<file path="src/hw/rtl/pidaw_pkg.sv">
// Shared types, constants and helper functions for the PID controller core.
// Used by every module of the block; depends on nothing else.

package pidaw_pkg;

   localparam int DataWidth   = 32;
   localparam int PeriodWidth = 16;
   localparam int FracBits    = 16;
   localparam int AddrWidth   = 5;

   // Error and measurement change are exact differences, one bit wider than the data.
   localparam int DiffWidth   = DataWidth + 1;
   // Gain times difference, exact.
   localparam int ProdWidth   = DataWidth + DiffWidth;
   // Product after the Q32.32 to Q16.16 shift.
   localparam int TermWidth   = ProdWidth - FracBits;
   // Wide enough for P + I - D without any intermediate overflow.
   localparam int SumWidth    = TermWidth + 3;

   localparam logic signed [DataWidth-1:0] PGainReset  = 32'sd65536;
   localparam logic signed [DataWidth-1:0] IGainReset  = 32'sd0;
   localparam logic signed [DataWidth-1:0] DGainReset  = 32'sd0;
   localparam logic signed [DataWidth-1:0] LowerReset  = 32'sd0;
   localparam logic signed [DataWidth-1:0] UpperReset  = 32'sd6553600;
   localparam logic [PeriodWidth-1:0]      PeriodReset = 16'd100;

   typedef enum logic [2:0] {
      REG_PGAIN  = 3'd0,
      REG_IGAIN  = 3'd1,
      REG_DGAIN  = 3'd2,
      REG_LOWER  = 3'd3,
      REG_UPPER  = 3'd4,
      REG_PERIOD = 3'd5
   } pidaw_reg_index_type;

   typedef struct packed {
      logic signed [DataWidth-1:0] target;
      logic signed [DataWidth-1:0] measurement;
      logic [DataWidth-1:0]        now_ms;
   } pidaw_req_type;

   typedef struct packed {
      logic signed [DataWidth-1:0] drive;
      logic                        updated;
   } pidaw_rsp_type;

   typedef struct packed {
      logic signed [DataWidth-1:0] proportional_gain;
      logic signed [DataWidth-1:0] integral_gain;
      logic signed [DataWidth-1:0] derivative_gain;
      logic signed [DataWidth-1:0] lower_limit;
      logic signed [DataWidth-1:0] upper_limit;
      logic [PeriodWidth-1:0]      sample_period;
   } pidaw_cfg_type;

   // Clamp a wide sum to the limits. The lower limit is tested first, so with
   // inverted limits everything not below the lower limit lands on the upper one.
   function automatic logic signed [DataWidth-1:0] clamp_limits(
      input logic signed [SumWidth-1:0]  value,
      input logic signed [DataWidth-1:0] lower,
      input logic signed [DataWidth-1:0] upper
   );
      logic signed [SumWidth-1:0] lower_ext;
      logic signed [SumWidth-1:0] upper_ext;
      logic signed [DataWidth-1:0] result;
      lower_ext = {{(SumWidth-DataWidth){lower[DataWidth-1]}}, lower};
      upper_ext = {{(SumWidth-DataWidth){upper[DataWidth-1]}}, upper};
      if (value < lower_ext) begin
         result = lower;
      end else if (value > upper_ext) begin
         result = upper;
      end else begin
         result = value[DataWidth-1:0];
      end
      return result;
   endfunction

   // Gain times difference, reduced to Q16.16 with rounding toward minus infinity.
   function automatic logic signed [TermWidth-1:0] gain_term(
      input logic signed [DataWidth-1:0] gain,
      input logic signed [DiffWidth-1:0] diff
   );
      logic signed [ProdWidth-1:0] prod;
      prod = {{DiffWidth{gain[DataWidth-1]}}, gain} *
             {{DataWidth{diff[DiffWidth-1]}}, diff};
      return prod[ProdWidth-1:FracBits];
   endfunction

endpackage

</file>
<file path="src/hw/rtl/pidaw_csr.sv">
// Configuration register file of the PID controller core, APB-style access.
// Depends on pidaw_pkg for the register map and the configuration struct.

module pidaw_csr import pidaw_pkg::*; (
   input  logic                 clock,
   input  logic                 reset,
   input  logic                 csr_psel,
   input  logic                 csr_penable,
   input  logic                 csr_pwrite,
   input  logic [AddrWidth-1:0] csr_paddr,
   input  logic [DataWidth-1:0] csr_pwdata,
   output logic [DataWidth-1:0] csr_prdata,
   output logic                 csr_pready,
   output pidaw_cfg_type        cfg
);

   pidaw_cfg_type       cfg_ff;
   pidaw_cfg_type       cfg_in;
   pidaw_reg_index_type reg_index;
   logic                write_strobe;

   assign csr_pready   = 1'b1;
   assign reg_index    = pidaw_reg_index_type'(csr_paddr[AddrWidth-1:2]);
   assign write_strobe = csr_psel & csr_penable & csr_pwrite;

   always_comb begin
      cfg_in = cfg_ff;
      if (write_strobe) begin
         unique case (reg_index)
            REG_PGAIN:  cfg_in.proportional_gain = csr_pwdata;
            REG_IGAIN:  cfg_in.integral_gain     = csr_pwdata;
            REG_DGAIN:  cfg_in.derivative_gain   = csr_pwdata;
            REG_LOWER:  cfg_in.lower_limit       = csr_pwdata;
            REG_UPPER:  cfg_in.upper_limit       = csr_pwdata;
            REG_PERIOD: cfg_in.sample_period     = csr_pwdata[PeriodWidth-1:0];
            default:    cfg_in = cfg_ff;
         endcase
      end
   end

   always_comb begin
      unique case (reg_index)
         REG_PGAIN:  csr_prdata = cfg_ff.proportional_gain;
         REG_IGAIN:  csr_prdata = cfg_ff.integral_gain;
         REG_DGAIN:  csr_prdata = cfg_ff.derivative_gain;
         REG_LOWER:  csr_prdata = cfg_ff.lower_limit;
         REG_UPPER:  csr_prdata = cfg_ff.upper_limit;
         REG_PERIOD: csr_prdata = {{(DataWidth-PeriodWidth){1'b0}}, cfg_ff.sample_period};
         default:    csr_prdata = '0;
      endcase
   end

   always_ff @(posedge clock) begin
      if (reset) begin
         cfg_ff.proportional_gain <= PGainReset;
         cfg_ff.integral_gain     <= IGainReset;
         cfg_ff.derivative_gain   <= DGainReset;
         cfg_ff.lower_limit       <= LowerReset;
         cfg_ff.upper_limit       <= UpperReset;
         cfg_ff.sample_period     <= PeriodReset;
      end else begin
         cfg_ff <= cfg_in;
      end
   end

   assign cfg = cfg_ff;

endmodule

</file>
<file path="config.mk">
export PLATFORM = sky130hd
export DESIGN_NAME = pidaw_csr
export DESIGN_NICKNAME = d
export VERILOG_FILES = /design/src/hw/rtl/pidaw_pkg.sv /design/src/hw/rtl/pidaw_csr.sv
export SDC_FILE = /design/constraint.sdc
export NUM_CORES = 1
export LEC_CHECK = 0
export ABC_CLOCK_PERIOD_IN_PS = 2900
export BUFFER_PORTS_ARGS = -buffer_cell sky130_fd_sc_hd__buf_2
export CAP_MARGIN = 10
export CORE_MARGIN = 8
export CORE_UTILIZATION = 56
export DETAILED_ROUTE_END_ITERATION = 10
export PLACE_DENSITY_LB_ADDON = 0.15
export SKIP_CTS_REPAIR_TIMING = 1
export SLEW_MARGIN = 25
export SYNTH_ARGS = -nofsm -noshare
export SYNTH_HDL_FRONTEND = slang
export SYNTH_SLANG_ARGS = --single-unit
</file>
<file path="constraint.sdc">
create_clock -name clock -period 2.9 [get_ports clock]
set_clock_uncertainty 0.15 [all_clocks]
set_input_delay 0.145 -clock clock [delete_from_list [all_inputs] [get_ports clock]]
set_output_delay 0.145 -clock clock [all_outputs]
set_load 0.1 [all_outputs]
</file>
After elaboration in Yosys (flattened, before gate mapping):

Index checks and enable logic that the tools add are counted.

* register bits after elaboration: 176
* input port bits: 42
* output and inout port bits: 209
* logic and storage cells: 21

* eq/ne operators: 5
* mux-type cells: 1
* bitwise operators: 2
* reductions and logical operators: 7

Operators by type and width (number)
* 32-bit one-hot mux with 6 select lines: 1
* 2-bit AND reduction: 6
* 3-bit by 2-bit equality test with 1-bit output (second input constant): 2
* 3-bit equality test (second input constant): 2
* 3-bit by 1-bit equality test with 1-bit output (second input constant): 1
* 3-bit logical NOT: 1
* 1-bit AND: 2

Logic depth before layout (Yosys ltp):

* depth in word-level cells: 3
* depth in mapped cells: 6
* depth with buffers taken out: 3

Worst setup path after synthesis:

OpenSTA, ideal clock, no wires.

* kind: register to output
* start point: register cfg_ff, in the netlist cfg[12]
* end point: output port csr_prdata[12]
* arrival time: 3454 ps
* required time: 2605 ps
* setup slack: -849 ps
* stages on the path, launching flop included: 4
* buffers on the path: 0
* cells stage by stage: dfxtp_1 mux2_2 a22oi_1 o21ai_0

* cells in the longest elaborated chain, start to end: 1

RTL lines
* start: declaration: RTL line pidaw_csr.sv:17 `pidaw_cfg_type cfg_ff;`
* start signal: assignment: RTL line pidaw_csr.sv:62 `cfg_ff <= cfg_in;`
* 32-bit one-hot mux with 6 select lines: RTL line pidaw_csr.sv:42 `unique case (reg_index)`
* end: declaration: RTL line pidaw_csr.sv:12 `output logic [DataWidth-1:0] csr_prdata,`

No other way between the ends.

Worst setup path after layout:

* start point: input port csr_paddr[3]
* end point: output port csr_prdata[5]

* cells in the longest elaborated chain, start to end: 2
* elaborated cells on any way between the ends: 7
* those cells by class: eq/ne: 5; mux: 1; reduce/logical: 1

RTL lines
* start: declaration: RTL line pidaw_csr.sv:10 `input logic [AddrWidth-1:0] csr_paddr,`
* 3-bit equality test (tied with other cells): RTL line pidaw_csr.sv:42
* 32-bit one-hot mux with 6 select lines (*): RTL line pidaw_csr.sv:42

Every way passes the cells marked *; elsewhere a longest branch is shown, timed or not.

==> impl_metrics.json <==
{
  "start_util_pct": 56.5,
  "timing.fmax_mhz": 449,
  "grt_first_pass_wirelength_um": 42500,
  "power.leakage_nw": 5.54,
  "yosys.area.top_type_share_pct": 41.7,
  "cts_made_buffers": 17,
  "cts.reportedPaths.clkPinSlew_ns": 0.07,
  "synthDistinctLibCells": 32,
  "clk_path_buf_depth": 2,
  "cts-htree-levels": 4,
  "synth.area.top_cells": "dfxtp_1 (42%), mux2i_1 (19%), nand2b_1 (13%), mux2_2 (6.3%), o21ai_0 (2.7%)",
  "design_power_total_mw": 5.67,
  "fp.coreArea_um2": 15000,
  "grt_use_total_pct": 27.5,
  "dieHeight_um": 139,
  "utilization_pct": 75.4,
  "num_vias": 7471,
  "ant_nets": 0,
  "seq_area_frac_synth_pct": 41.7,
  "final_hold_viol_count": 0,
  "critical_path_peak_fanout": 39,
  "min_path_type": "in -> reg",
  "synthDominantAreaCellType": "dfxtp_1",
  "grt_setup_unrepaired": "false",
  "grt.overflow.total": 0,
  "cellPowerDensity_nw_per_um2": 502,
  "multi_input_comb_area_um2": 4630,
  "antenna_found_initial": 0,
  "largest_net_degree_at_the_start_of_global_routing": 99,
  "final_net_count": 1141,
  "timing.slew.headroom_pct": 48.6,
  "cts_tree": "yes",
  "floorplan.die_area_um2": 19300,
  "flow.area_growth_from_synthesis_pct": 33.6,
  "largest_reg_flops": 176,
  "post_synthesis_cell_area_um2": 8460,
  "asyncSetResetFlopFracSynth_pct": 0,
  "n_antenna_cell": 0,
  "vias_in_the_first_global_route": 7567,
  "peakVddDrop_uv": 403,
  "wl_um": 27600,
  "cts_root_buf": "clkbuf_16",
  "floorplan.rows": 45,
  "chip_width_um": 139,
  "criticalPathCategory": "in -> out",
  "postSynthAreaPerCell_um2": 9.94,
  "wl_per_cell_um": 21.2,
  "setup_viol": 0,
  "detailedRoute.firstPassIterationCount": 5,
  "nFillCells": 1097,
  "vias_per_cell": 5.75,
  "post-dp-hpwl_um": 18100,
  "min_cycle_time_layout_ns": 2.22,
  "end_kind": "output port",
  "synth_nets": 893,
  "status": "completed",
  "setup.worst_path.start_class": "input port",
  "worst-endpoint-required_ns": 2.61,
  "boundaryPins": 251,
  "critPathArrivalTime_ns": 1.93,
  "synth_enable_flop_cells": 0,
  "worst_pin_slew_ns": 0.769,
  "sequential_cell_area_um2": 3520,
  "ys.flop_type": "dfxtp_1",
  "timing.max_cap.violations": 0,
  "quantity_of_i_o_buffers_inserted_on_ports": 247,
  "gp_congestion": 0.806,
  "clk_latency_worst_skew_pair_ns": 0.43,
  "syn-instance-count": 851,
  "numClockSinks": 176,
  "finalCritPeriodShare_pct": 76.7,
  "drc_errors": 0,
  "seq_cells_post_synth": 176,
  "yosysWarningCount": 0,
  "final_layout_size_suffix_gt1_share_pct": 35.3,
  "drt_iter0_markers": 544,
  "finalMaxSlewViolations": 0
}
Yosys cell counts (2+ instances only):
library cell  count
a21oi_1          34
a221oi_1         15
a22oi_1          18
a32oi_1          11
buf_1             3
buf_2            14
buf_4            13
buf_6             8
clkbuf_1         38
dfxtp_1         176
mux2_2           47
mux2i_1         162
nand2_1           2
nand2_2           3
nand2b_1        170
nand3_1          32
nor2_1           28
nor2b_1           5
o21a_1           13
o21ai_0          45
o22ai_1           3
placed cells by master, fill, tap and decap left out, types with 17 or more instances in the layout:
master         instances
mux2i_1              162
clkbuf_16             17
dfxtp_1              176
a22oi_1               18
nand2b_1             169
buf_2                214
dlygate4sd3_1         32
o21ai_0               32
nand3_1               32
mux2_2                47
buf_12                36
buf_4                 23
a21oi_1               32
stage by stage:
stage               instance area [um^2]  hold WS [ns]  instances  worst slack [ns]  setup TNS, ns
floorplan                           8540         0.143        851           -0.0936        -0.0936
global placement                   10400         0.261       1236             0.720              0
detailed placement                 10400         0.267       1236             0.732              0
CTS                                11000        -0.194       1268             0.729              0
global route                       11300        0.0260       1300             0.558              0
finish                             11300        0.0191       1300             0.675              0
cells by family after synthesis:
kind of cell           Yosys count  share of synthesized area (%)
and+or+nand+nor                247                           17.2
muxes                          210                           25.7
other                            1                         0.0443
AOI/OAI and AO/OA              140                           10.4
buffers and inverters           77                           4.91
DFF                            176                           41.7
worst max-delay path, cell delays in order:
cell and delay (ns):
buf_4 0.49, buf_12 0.28, mux2_2 0.37, a221oi_1 0.34
a21oi_2 0.08, buf_12 0.18
final timing paths:
path           startpoint             to  slack (ns)  cells after the start
max reg2reg      cfg[121]       cfg[121]        1.99                      2
min                 reset       cfg[128]        0.02                      2
min reg2reg       cfg[98]        cfg[98]        0.34                      2
max          csr_paddr[3]  csr_prdata[5]        0.68                      6
final cells by class:
class | instances | area share, %
clock buffer | 17 | 3.76
multi-input combinational | 598 | 40.9
tap | 188 | 2.08
sequential | 176 | 31.2
inverter | 1 | 0.0332
clock inverter | 15 | 1.78
timing repair buffer | 305 | 20.2
metal layers:
| layer | track usage [%] | wire (um) | up-vias |
|---|---|---|---|
| li1 | - | - | 3497 |
| met1 | 33.6 | 11600 | 3593 |
| met2 | 45.5 | 13200 | 337 |
| met3 | 7.33 | 2160 | 44 |
| met4 | 10.7 | 686 | 0 |
| met5 | 0 | 0 | - |
report_power, final:
part / leakage (nW) / internal [mW] / switching, mW
registers: 1.42 / 2.43 / 0.0144
logic: 3.81 / 0.244 / 0.516
clock network: 0.313 / 1.46 / 1.00
(Power assumes the default switching activity.)
